`config.mk`:
```
export PLATFORM = sky130hd
export DESIGN_NAME = mpfd_queue
export DESIGN_NICKNAME = d
export VERILOG_FILES = /design/src/mpfd_pkg.sv /design/src/mpfd_queue.sv
export SDC_FILE = /design/constraint.sdc
export NUM_CORES = 1
export LEC_CHECK = 0
export BUFFER_PORTS_ARGS = -buffer_cell sky130_fd_sc_hd__buf_4
export CAP_MARGIN = 20
export CORE_ASPECT_RATIO = 1.1
export CORE_MARGIN = 5
export CORE_UTILIZATION = 57
export CTS_CLUSTER_SIZE = 10
export DETAILED_ROUTE_END_ITERATION = 6
export PLACE_DENSITY = 0.79
export SLEW_MARGIN = 20
export SYNTH_ARGS = -nofsm -noshare
export SYNTH_HDL_FRONTEND = slang
export SYNTH_SLANG_ARGS = --single-unit
```
`constraint.sdc`:
```
create_clock -name clk -period 4.8 [get_ports clk]
set_input_delay 0.24 -clock clk [delete_from_list [all_inputs] [get_ports clk]]
set_output_delay 0.24 -clock clk [all_outputs]
set_load 0.01 [all_outputs]
```
`src/mpfd_pkg.sv`:
```
// Package for the page framebuffer: command codes, the front-to-back queue entry and the back-end states.
`default_nettype none
package mpfd_pkg;
	localparam logic [2:0] CMD_CLEAR = 3'd0;
	localparam logic [2:0] CMD_PIXEL = 3'd1;
	localparam logic [2:0] CMD_HLINE = 3'd2;
	localparam logic [2:0] CMD_VLINE = 3'd3;
	localparam logic [2:0] CMD_RECT  = 3'd4;
	localparam logic [2:0] CMD_FILL  = 3'd5;
	localparam logic [2:0] CMD_READ  = 3'd6;

	// One drawing job: a span of pixels on column range [xa,xb] and row range [ya,yb].
	typedef struct packed {
		logic               is_clear;
		logic               is_read;
		logic               is_draw;
		logic               last;
		logic               status;
		logic               color;
		logic [9:0]         addr;
		logic signed [17:0] xa;
		logic signed [17:0] xb;
		logic signed [17:0] ya;
		logic signed [17:0] yb;
	} job_t;

	typedef enum logic [2:0] {
		ST_IDLE, ST_CLEAR, ST_RD, ST_RMW_R, ST_RMW_W, ST_OUT
	} back_state_t;
endpackage
`default_nettype wire

```
`src/mpfd_queue.sv`:
```
// Short job queue between front and back.
`default_nettype none
module mpfd_queue import mpfd_pkg::*; (
	input  wire   clk,
	input  wire   arst_n,
	input  wire   push,
	input  job_t  din,
	output logic  full,
	input  wire   pop,
	output job_t  dout,
	output logic  empty
);
	job_t       mem_q [4];
	logic [2:0] wp_q, rp_q;
	assign full  = (wp_q[1:0] == rp_q[1:0]) && (wp_q[2] != rp_q[2]);
	assign empty = (wp_q == rp_q);
	assign dout  = mem_q[rp_q[1:0]];
	always_ff @(posedge clk or negedge arst_n) begin
		if (!arst_n) begin
			wp_q <= '0;
			rp_q <= '0;
		end else begin
			if (push && !full) wp_q <= wp_q + 3'd1;
			if (pop && !empty) rp_q <= rp_q + 3'd1;
		end
	end
	always_ff @(posedge clk) begin
		if (push && !full) mem_q[wp_q[1:0]] <= din;
	end
endmodule
`default_nettype wire

```
; Word-level counts from Yosys, hierarchy flattened
; Memories as Yosys holds them, arrays and structs flattened.
; Cells that the tools add are included.
[word_totals]
rom_bits = 0
in_bits = 92
mem_bits_rw = 352
out_inout_bits = 90
register_bits = 6
latchBits = 0
memories = 1
wordCells = 15
[op_classes]
add_sub_neg = 2
n_bitwise = 0
div = 0
muxes = 2
n_lt_le_gt_ge = 0
reduce_logical = 5
mul = 0
n_eq_ne = 3
shift = 0
[memory_table]
columns = name, words, word_bits, read_ports, rd_ports_with_merged_regs, write_ports, line
row1 = mem_q, 4, 88, 1, 0, 1, mpfd_queue.sv:13  ; job_t mem_q [4];
[ops]
columns = op, n
row1 = $add 3x1->3 const B, 2
row2 = $eq 3x3->1, 1
row3 = $logic_and 1x1->1, 3
row4 = $eq 2x2->1, 1
row5 = $logic_not 1->1, 2
row6 = $mux 1, 2
row7 = $ne 1x1->1, 1

; Longest topological paths before layout
[depth]
ltp_word = 6
mapped_depth = 5
ltp_nobuf = 5

; Worst setup path before layout
; OpenSTA, ideal clock, no wires.
[synth_timing]
path_kind = reg-to-reg
start = register rp_q[0]
end = memory mem_q[3][0] (netlist bit) (enable)
synth_period_minus_slack_ns = 4.000
t_arrival_ns = 3.512
path_slack_ns = 0.800
setup_time_ns = 0.487
n_path_buf = 1
t_required_ns = 4.313
path_stages_with_launch = 4
path_cell_list = dfrtp_1 buf_6 xnor2_1 a31oi_2
[synth_via]
elab_chain_len = 6
[synth_rtl]
columns = item, line
row1 = "start, declared", mpfd_queue.sv:14  ; logic [2:0] wp_q, rp_q;
row2 = "start signal, assigned", mpfd_queue.sv:24  ; if (pop && !empty) rp_q <= rp_q + 3'd1;
row3 = $eq 2x2->1, mpfd_queue.sv:15  ; assign full = (wp_q[1:0] == rp_q[1:0]) && (wp_q[2] != rp_q[2]);
row4 = $logic_and 1x1->1, mpfd_queue.sv:15
row5 = $logic_not 1->1, mpfd_queue.sv:28  ; if (push && !full) mem_q[wp_q[1:0]] <= din;
row6 = $logic_and 1x1->1, mpfd_queue.sv:28
row7 = $mux 1, mpfd_queue.sv:28
row8 = $mux 1 (implied by the code), mpfd_queue.sv:28
row9 = "end, declared", mpfd_queue.sv:13
; Every way passes these cells.

==> results_dict.tcl <==
set metrics [dict create \
    clkTransAtPathRegs_ps 50 \
    dp_hpwl_um 15300 \
    fin_nets 910 \
    fin_worst_skew_ps 17.6 \
    worstPathArrival_ps 2770 \
    path_max_fanout 40 \
    clock.fmax_mhz 333 \
    fillerInstances 1260 \
    core_area_um2 22800 \
    antenna_found_initial 0 \
    drc 0 \
    ant_nets 0 \
    setup_viol 0 \
    mostFrequentLayoutCell "edfxtp_1" \
    most-common-layout-cells "352 x edfxtp_1, 193 x buf_4, 89 x dlygate4sd3_1, 88 x mux4_2, 42 x clkbuf_16" \
    first_pass_iters 6 \
    syn-num-nets 605 \
    final_cell_count_no_fill 1120 \
    synth.top_cell.area_share_pct 80.5 \
    grt_max_degree 75 \
    ys_top_cells_by_area "edfxtp_1 81%, mux4_2 15%, dfrtp_1 1.1%" \
    min_path_type "primary input to register" \
    clk_latency_ps 520 \
    cts.sinks 358 \
    finalCritPeriodShare_pct 62.6 \
    cp_slowest_cell "buf_4" \
    synth_area_um2 13100 \
    pwr_density_cell_nw_per_um2 599 \
    total_power_mw 10.1 \
    slew_viol_final 0 \
    yosysSeqAreaShare_pct 81.7 \
    grt_pass1_vias 7143 \
    die_h_um 169 \
    area_delta_synth_final_pct 28.4 \
    min_period_ps 3010 \
    placed_cells 981 \
    die_x_um 155 \
    worst-slew-pin-transition_ps 1070 \
    io_pins 182 \
    drive_gt1_share_pct 40.4 \
    cts_tree "yes" \
    numPortBuffers 181 \
    cts_buffers 41 \
    startpoint_type "register" \
    post_cts_resized 0 \
    slew_headroom_pct 28.4 \
    cp_slowest_stage_delay_ps 710 \
    cp_common_cell "buf_4" \
    via_count 6367 \
    cp_num_buf_inv 2 \
    ys_warn_count 0 \
    htreeDepth 2 \
    routed_via_density 5.68 \
    dr.first_iter.drc_count 422 \
    cp_top_family "buffers and inverters" \
    critical_path_class "register to output pin" \
    synth_seq_cells 358 \
    n_antenna_cell 0 \
    cp_cell_sequence "buf_4 -> mux4_2 -> buf_4" \
    wire_per_inst_um 23.3 \
    clockBufferDepth 3 \
    critPathCaptureType "output pin" \
    row_count 58 \
    grt_usage_pct 20.5 \
    leakage_nw 5.80 \
    peakVddDrop_mv 0.404 \
    wl_um 26100 \
    start_util_pct 57.6 \
    grt.overflow.total 0 \
    synth_area_per_cell_um2 25.8 \
    max_cap_viol_count 0 \
    cp.required_ps 4560 \
    fin_setup_tns_ps 0 \
    synthCells 508 \
    routabilityCongestion 0.732 \
    outcome "finished clean" \
    clockRootBuffer "clkbuf_16" \
    synth_top_area_cell "edfxtp_1" \
    finalHoldViolations 0 \
    dieArea_um2 26200 \
    grt_pass1_wl_um 40900 \
    rsz0062_at_grt "false" \
    ys_types 24 \
]
[report_power, final]
part	switching (mW)	internal (mW)	leakage, nW	total (mW)
clock	1.06	1.56	0.533	2.61
combinational	1.55	1.54	1.98	3.08
sequential	0.238	4.17	3.29	4.41
total	2.84	7.27	5.80	10.1
[synth_stat cells (all sizes together)]
cell type / count
nand2b: 2
buf: 19
nor2: 1
mux4: 88
nor3: 1
and3: 3
clkbuf: 1
inv: 4
xnor2: 5
edfxtp: 352
nand2: 1
o31ai: 4
a21oi: 4
a21o: 1
nand3: 2
xor2: 4
a211oi: 2
dfrtp: 6
and2: 1
ha: 5
a31oi: 2
[cells by family after synthesis]
family,Yosys count,share of synthesized area [%]
xor gates and xnor gates,9,0.658
and+or+nand+nor,11,0.457
DFF,358,81.7
muxes,88,15.1
buffers and inverters,24,0.962
adders and majority gates,5,0.477
AOI/OAI and AO/OA,13,0.696
[metrics by stage]
stage          hold slack [ps]  util, %  cell area, um^2  setup slack [ps]
2_1_floorplan            -55.6        -            13100               800
3_3_place_gp              58.1     65.3            14900              1990
3_5_place_dp              61.6     65.3            14900              1930
4_1_cts                   28.7     74.0            16900              1700
5_1_grt                   61.4     74.0            16900              1570
6_report                  52.2     74.0            16900              1790
[final cells by class]
| class | instances | area, um^2 | share of cell area, % |
|---|---|---|---|
| Sequential cell | 358 | 10700 | 63.6 |
| Timing Repair Buffer | 282 | 2340 | 13.9 |
| Multi-Input combinational cell | 126 | 2310 | 13.7 |
| Clock buffer | 49 | 1080 | 6.39 |
| Tap cell | 300 | 375 | 2.23 |
| Clock inverter | 1 | 16.3 | 0.0965 |
| Inverter | 4 | 15.0 | 0.0891 |
[worst min-delay path: stages]
cell,delay [ps]
buf_4,120
o31ai_1,80
xnor2_1,70
[flip-flops by register name (all words and copies together), names as in the netlist]
register and flops:
mem_q 352, rp_q 3, wp_q 3
[layer usage]
metal	global-route usage [%]	part of all wire, %
met4	7.80	2.9
met3	3.77	5.6
met1	25.4	36
met2	36.4	55
met5	0	0
[path summary, 6_finish.rpt]
| check | slack (ps) | startpoint | cells after the start | endpoint |
|---|---|---|---|---|
| max | 1790 | rp_q[0] | 3 | dout[11] |
| min | 50 | pop | 3 | rp_q[0] |
| max reg2reg | 1980 | rp_q[0] | 4 | mem_q[0][46] |
| min reg2reg | 560 | wp_q[2] | 1 | wp_q[2] |
| max in group asynchronous | 4560 | arst_n | 2 | rp_q[1] |
| min in group asynchronous | 90 | arst_n | 2 | wp_q[1] |
[timing repair]
action                                 in CTS  in global routing
endpoints found under the hold margin     358                  0
hold buffers                               89                  0
setup buffers                               0                  0
No activity file was read; power rests on OpenSTA's default activity.
