**src/mpfd_pkg.sv**
```systemverilog
// Package for the page framebuffer: command codes, the front-to-back queue entry and the back-end states.
`default_nettype none
package mpfd_pkg;
	localparam logic [2:0] CMD_CLEAR = 3'd0;
	localparam logic [2:0] CMD_PIXEL = 3'd1;
	localparam logic [2:0] CMD_HLINE = 3'd2;
	localparam logic [2:0] CMD_VLINE = 3'd3;
	localparam logic [2:0] CMD_RECT  = 3'd4;
	localparam logic [2:0] CMD_FILL  = 3'd5;
	localparam logic [2:0] CMD_READ  = 3'd6;

	// One drawing job: a span of pixels on column range [xa,xb] and row range [ya,yb].
	typedef struct packed {
		logic               is_clear;
		logic               is_read;
		logic               is_draw;
		logic               last;
		logic               status;
		logic               color;
		logic [9:0]         addr;
		logic signed [17:0] xa;
		logic signed [17:0] xb;
		logic signed [17:0] ya;
		logic signed [17:0] yb;
	} job_t;

	typedef enum logic [2:0] {
		ST_IDLE, ST_CLEAR, ST_RD, ST_RMW_R, ST_RMW_W, ST_OUT
	} back_state_t;
endpackage
`default_nettype wire

```
**src/mpfd_front.sv**
```systemverilog
// Front end: decodes a command into up to four span jobs and pushes them to the queue.
`default_nettype none
module mpfd_front import mpfd_pkg::*; (
	input  wire         clk,
	input  wire         arst_n,
	input  wire         in_valid,
	output logic        in_ready,
	input  wire  [2:0]  command,
	input  wire  [15:0] x_pos,
	input  wire  [15:0] y_pos,
	input  wire  [15:0] x_second,
	input  wire  [15:0] y_second,
	input  wire         color,
	input  wire  [9:0]  byte_address,
	input  wire  [12:0] store_bytes,
	input  wire  [8:0]  width,
	input  wire  [7:0]  height,
	output logic        push,
	output job_t        job,
	input  wire         full
);
	job_t        jobs_q [4];
	logic [2:0]  cnt_q;
	logic [1:0]  idx_q;
	logic signed [17:0] x, y, xs, ys, xe, ye, yf;
	job_t base;
	job_t j [4];
	logic [2:0] n;

	assign x  = 18'(signed'(x_pos));
	assign y  = 18'(signed'(y_pos));
	assign xs = 18'(signed'(x_second));
	assign ys = 18'(signed'(y_second));
	assign xe = 18'(signed'(16'(x_pos + x_second - 16'd1)));
	assign ye = 18'(signed'(16'(y_pos + y_second - 16'd1)));
	assign yf = y + ys - 18'sd1;

	function automatic job_t span(job_t b, logic signed [17:0] a0, logic signed [17:0] a1,
		logic signed [17:0] b0, logic signed [17:0] b1);
		job_t r;
		r = b;
		r.is_draw = 1'b1;
		r.xa = (a0 > a1) ? a1 : a0;
		r.xb = (a0 > a1) ? a0 : a1;
		r.ya = (b0 > b1) ? b1 : b0;
		r.yb = (b0 > b1) ? b0 : b1;
		return r;
	endfunction

	always_comb begin
		base = '0;
		base.color = color;
		base.addr = byte_address;
		for (int i = 0; i < 4; i++) j[i] = base;
		n = 3'd1;
		unique case (command)
			CMD_CLEAR: j[0].is_clear = 1'b1;
			CMD_PIXEL: begin
				if (x >= 0 && x < 18'(width) && y >= 0 && y < 18'(height))
					j[0] = span(base, x, x, y, y);
				else
					j[0].status = 1'b1;
			end
			CMD_HLINE: j[0] = span(base, x, xs, y, y);
			CMD_VLINE: j[0] = span(base, x, x, y, ys);
			CMD_RECT: begin
				j[0] = span(base, x, xe, y, y);
				j[1] = span(base, x, xe, ye, ye);
				j[2] = span(base, x, x, y, ye);
				j[3] = span(base, xe, xe, y, ye);
				n = 3'd4;
			end
			CMD_FILL: begin
				if (ys > 0) begin
					j[0] = span(base, x, xe, y, yf);
				end
			end
			CMD_READ: j[0].is_read = (13'(byte_address) < store_bytes);
			default: ;
		endcase
		for (int i = 0; i < 4; i++) j[i].last = (3'(i) == n - 3'd1);
	end

	assign in_ready = (cnt_q == 3'd0);
	assign push = (cnt_q != 3'd0) && !full;
	assign job = jobs_q[idx_q];

	always_ff @(posedge clk or negedge arst_n) begin
		if (!arst_n) begin
			cnt_q <= '0;
			idx_q <= '0;
		end else if (in_valid && in_ready) begin
			cnt_q <= n;
			idx_q <= '0;
		end else if (push) begin
			cnt_q <= cnt_q - 3'd1;
			idx_q <= idx_q + 2'd1;
		end
	end

	always_ff @(posedge clk) begin
		if (in_valid && in_ready)
			for (int i = 0; i < 4; i++) jobs_q[i] <= j[i];
	end
endmodule
`default_nettype wire

```
**config.mk**
```make
export PLATFORM = sky130hd
export DESIGN_NAME = mpfd_front
export DESIGN_NICKNAME = d
export VERILOG_FILES = /design/src/mpfd_pkg.sv /design/src/mpfd_front.sv
export SDC_FILE = /design/constraint.sdc
export NUM_CORES = 1
export LEC_CHECK = 0
export CORE_MARGIN = 2
export CORE_UTILIZATION = 57
export CTS_BUF_LIST = sky130_fd_sc_hd__clkbuf_8
export DETAILED_ROUTE_END_ITERATION = 8
export DONT_BUFFER_PORTS = 1
export GPL_TIMING_DRIVEN = 0
export PLACE_DENSITY = 0.75
export SLEW_MARGIN = 20
export SYNTH_ARGS = -nofsm -noshare
export SYNTH_HDL_FRONTEND = slang
export SYNTH_SLANG_ARGS = --single-unit
```
**constraint.sdc**
```tcl
create_clock -name clk -period 5.3 [get_ports clk]
set_input_delay 1.06 -clock clk [delete_from_list [all_inputs] [get_ports clk]]
set_output_delay 1.06 -clock clk [all_outputs]
set_load 0.02 [all_outputs]
```
Word level (Yosys, flattened, before mapping)
Memories as Yosys holds them, arrays and structs flattened. Cells that the tools add are included.

Add/sub/neg operators: 9. Multipliers: 0. Divide/modulo/power cells: 0. Order comparisons: 11. Eq/ne operators: 9. Shifts and indexed selects: 0. Multiplexer cells: 25. Bitwise logic cells: 0. Reductions and logical operators: 11.

Operators by type and width (count): 86-bit one-hot mux with 5 select lines (1); 262-bit two-way mux (1); 18-bit two-way mux (10); 86-bit two-way mux (1); 72-bit two-way mux (1); 16-bit > comparator (4); 16-bit adder (2); 16-bit by 1-bit greater-or-equal comparator with 1-bit output, second input constant (2); 16-bit by 1-bit subtractor with 16-bit output, second input constant (2); 16-bit by 18-bit > comparator with 1-bit output (1); 18-bit by 8-bit < comparator with 1-bit output (1); 18-bit by 9-bit < comparator with 1-bit output (1); 17-bit by 2-bit subtractor with 18-bit output, second input constant (1); 16-bit by 16-bit adder with 17-bit output (1); 16-bit by 1-bit > comparator with 1-bit output, second input constant (1); 10-bit by 13-bit < comparator with 1-bit output (1); 3-bit == test, second input constant (3); 3-bit zero test (3); 3-bit two-way mux (3); 2-bit by 3-bit == test with 1-bit output, first input constant (2); 3-bit by 2-bit == test with 1-bit output, second input constant (2); 2-bit two-way mux (3); 1-bit one-hot mux with 3 select lines (2); 3-bit by 1-bit subtractor with 3-bit output, second input constant (2); 8 further kinds (14).

Register bits: 5. Latch bits: 0. Bits in writable memories: 352. Bits in read-only memories: 0. Input port bits: 112. Output and inout bits: 90. Word-level logic and storage cells: 68. Memories kept: 1.

Memories: jobs_q (depth 4, width 88, rd ports 1, clocked after Yosys merged registers in 0, wr ports 4, line mpfd_front.sv:22) `job_t jobs_q [4];`.

Longest topological paths before layout
Depth in word-level cells: 6. Gate-level depth with buffers: 27. Depth with buffers taken out: 25.

Worst setup path after synthesis
Ideal clock, no wire load.

Path type: input to register. From: in x_second[1]. To: mem jobs_q[0][43] (netlist bit), data pin. Setup time: 0.261 ns. Arrival time: 6.184 ns. Required time: 5.039 ns. Setup slack: -1.145 ns. Stages on the path: 26. Path buffers: 1. Cells stage by stage: inv_1 ha_1 inv_1 ha_1 inv_1 fa_1 nor2b_1 o21ai_0 a21boi_0 o211ai_1 a21oi_1 nor3_1 or3_1 nand3_1 inv_1 ha_1 nand4_1 nor2_1 a221o_1 a31o_2 o21bai_1 a31oi_1 clkbuf_1 mux2i_1 nor2_1 a221o_1.

RTL lines: start, declared (line mpfd_front.sv:11) `input wire [15:0] x_second,`; end, declared (line mpfd_front.sv:22).

==> results.ini <==
[clock_tree]
cts.sinks = 202
cts_root_buf = clkbuf_8
hold_buffers = 0
h-tree-depth = 2
clockBufferDepth = 3
clock_latency_ps = 540
cts_buffers = 37
clk_pin_slew_ps = 60
cts_tree = yes

[power_and_ir_drop]
p_seq_share_pct = 28.0
power_per_cell_area_nw_per_um2 = 436
peakVddDrop_uv = 399
p_clk_share_pct = 18.7
p_int_mw = 4.46
p_total_mw = 7.67
power_frac_comb_pct = 53.3
p_sw_share_pct = 41.8
p_switching_mw = 3.21
cellLeakagePower_nw = 7.31

[timing]
hold_ws_ps = 205
relSlewSlack_pct = 15.7
rsz0062_at_grt = yes
hold_viol = 0
setup_slack_ps = -280
setup_tns_ps = -7500
finClkSkew_ps = 43.2
fin_crit_ps = 5580
slew_viol_final = 0
setup_viol = 55
finalCritPeriodShare_pct = 105
max_freq_mhz = 179
tightest_slew_ps = 1260

[outcome]
outcome = finished with violations
violations = setup timing

[finish]
layout.nets = 1805
area.growth.synth_to_final_pct = 20.2
final_area_um2 = 17600
antennaDiodeCount = 0
stdcell_count = 1898
drive_gt1_share_pct = 22.1

[yosys]
synth_area_leader_cell = edfxtp_1
yosys-top-cells-area = edfxtp_1 40%, ha_1 13%, nor2_1 5.5%, mux4_2 4.9%, a221o_1 4.8%
synth_ff_type = edfxtp_1
post-synth-top-count-cell = nor2_1
yosys_warnings = 0
synth.yosys.seq_area_share_pct = 41.3
syn_nets = 1684
syn_inst = 1421
yosys.area.top_type_share_pct = 40.4
synth-seq-cells = 202
synth.distinct_cells = 75
avgSynthCellArea_um2 = 10.3
synth_commonest_cells = 215 x nor2_1, 197 x edfxtp_1, 169 x inv_1
synthArstFlopShare_pct = 2.48
synth_area_um2 = 14600
synth_edf_count = 197

[routing]
drtPass1Iterations = 6
drc = 0
via_per_inst = 6.45
vias = 12245
wirelength_um = 46500
drt-met1-wl_um = 18200
drt-initial-drc-count = 1551
met2WireLength_um = 20400
wl_per_cell_um = 24.5
ant_nets = 0
wl_met3_um = 6450
topRoutingLayerUsed = met4

[placed_design]
gp_congestion = 0.971
hpwl_um = 32800
portBuffers = 0
dpl.cell_count = 1757
dpl-instance-area_um2 = 15500

[worst_setup_path]
path_max_fanout = 8
cp.arrival_ps = 5870
regToRegSetupSlack_ps = 2360
cp-end-kind = register
crit_slowest_cell = a31oi_4
r2r_start = idx_q[0]
slowest_delay_ps = 430
crit-reg2reg-capture = idx_q[1]
start_kind = input pin
cp.required_ps = 5590
path_class = in -> reg
reg2reg_depth = 6
startpoint = x_pos[1]

[global_route]
grt_pass1_wl_um = 66400
grt_pass1_vias = 11539
overflow = 0
grt_use_total_pct = 32.9
antenna_found_initial = 0
grt_max_degree = 38

[floorplan]
io_pins = 202
die_h_um = 164
start_util_pct = 58.1
dieArea_um2 = 27000
core_um2 = 25200
die_w_um = 164
num_rows = 58

[hold_path]
worstHoldPathType = in -> async

[job]
max_cap_viol_count = 0

## cell type report
cell class | instances | area [um2]
inverter | 169 | 661
timing repair buffer | 84 | 842
tap | 330 | 413
sequential | 202 | 6040
multi-input combinational | 974 | 8500
buffer | 74 | 453
clock buffer | 38 | 523
clock inverter | 27 | 165
fill | 1772 | 7590
## cells in the final DEF, fill, tap and decap left out, drive strengths merged, types with 23 or more instances in the layout
master | Yosys | final
ha | 147 | 147
inv | 169 | 178
a21oi | 68 | 68
nand2 | 65 | 65
nor2 | 215 | 215
buf | 32 | 113
edfxtp | 197 | 197
mux2i | 57 | 57
xnor2 | 23 | 23
a21o | 33 | 33
a221o | 70 | 70
o21ai | 50 | 50
mux4 | 32 | 32
clkbuf | 44 | 83
## state kept, by name, indices dropped and copies added, names as in the netlist
register,flops
cnt_q,3
idx_q,2
jobs_q,197
## critical path, delay by kind of cell
| family | cells | cell delay [ps] |
|---|---|---|
| buf+inv | 4 | 460 |
| simple gates | 4 | 400 |
| compound gates | 11 | 2500 |
| xor+xnor | 1 | 160 |
| mux | 1 | 250 |
| fa+ha+maj | 4 | 1030 |
## worst max-delay path by stage
stage | to | slack (ps) | cells past startpoint
after floorplan | jobs_q[0][43] | -430 | 25
after global placement | jobs_q[0][16] | -1190 | 20
after detailed placement | jobs_q[0][60] | -1280 | 24
after CTS | jobs_q[0][8] | -4 | 18
after global routing | jobs_q[0][58] | -390 | 25
final | jobs_q[0][58] | -280 | 25
## layer usage
| layer | GRT usage, % | vias up |
|---|---|---|
| li1 | - | 5412 |
| met3 | 10.7 | 124 |
| met5 | 0 | - |
| met2 | 47.9 | 866 |
| met4 | 12.4 | 0 |
| met1 | 45.8 | 5843 |
## power by group through the flow
stage	Clock, mW	Combinational [mW]	Sequential [mW]
floorplan	0	2.54	2.18
global placement	0	3.21	2.21
detailed placement	0	3.32	2.17
CTS	1.43	3.58	2.14
global route	1.51	4.31	2.16
finish	1.44	4.09	2.14
## timing repair
item | CTS | global route
setup buffers | 35 | 39
pin swaps | 26 | 47
gates resized for setup | 50 | 106
cloned | 1 | 2
endpoints found under the setup margin | 127 | 126
## cell families after synthesis
logic type | after synthesis | synth area share (%)
AND/OR/NAND/NOR | 398 | 12.2
AO/OA/AOI/OAI | 291 | 14.9
buffers and inverters | 245 | 6.75
flip-flops | 202 | 41.3
adder cells (fa/ha/maj) | 153 | 13.3
multiplexers | 100 | 9.67
XOR/XNOR | 32 | 1.97
## metrics by stage
stage	utilization, %	setup slack (ps)
2_1_floorplan	-	-432
3_3_place_gp	61.1	-1190
3_5_place_dp	61.6	-1280
4_1_cts	66.6	-3.78
5_1_grt	69.9	-386
6_report	69.9	-280
No activity file was read; power rests on OpenSTA's default activity.
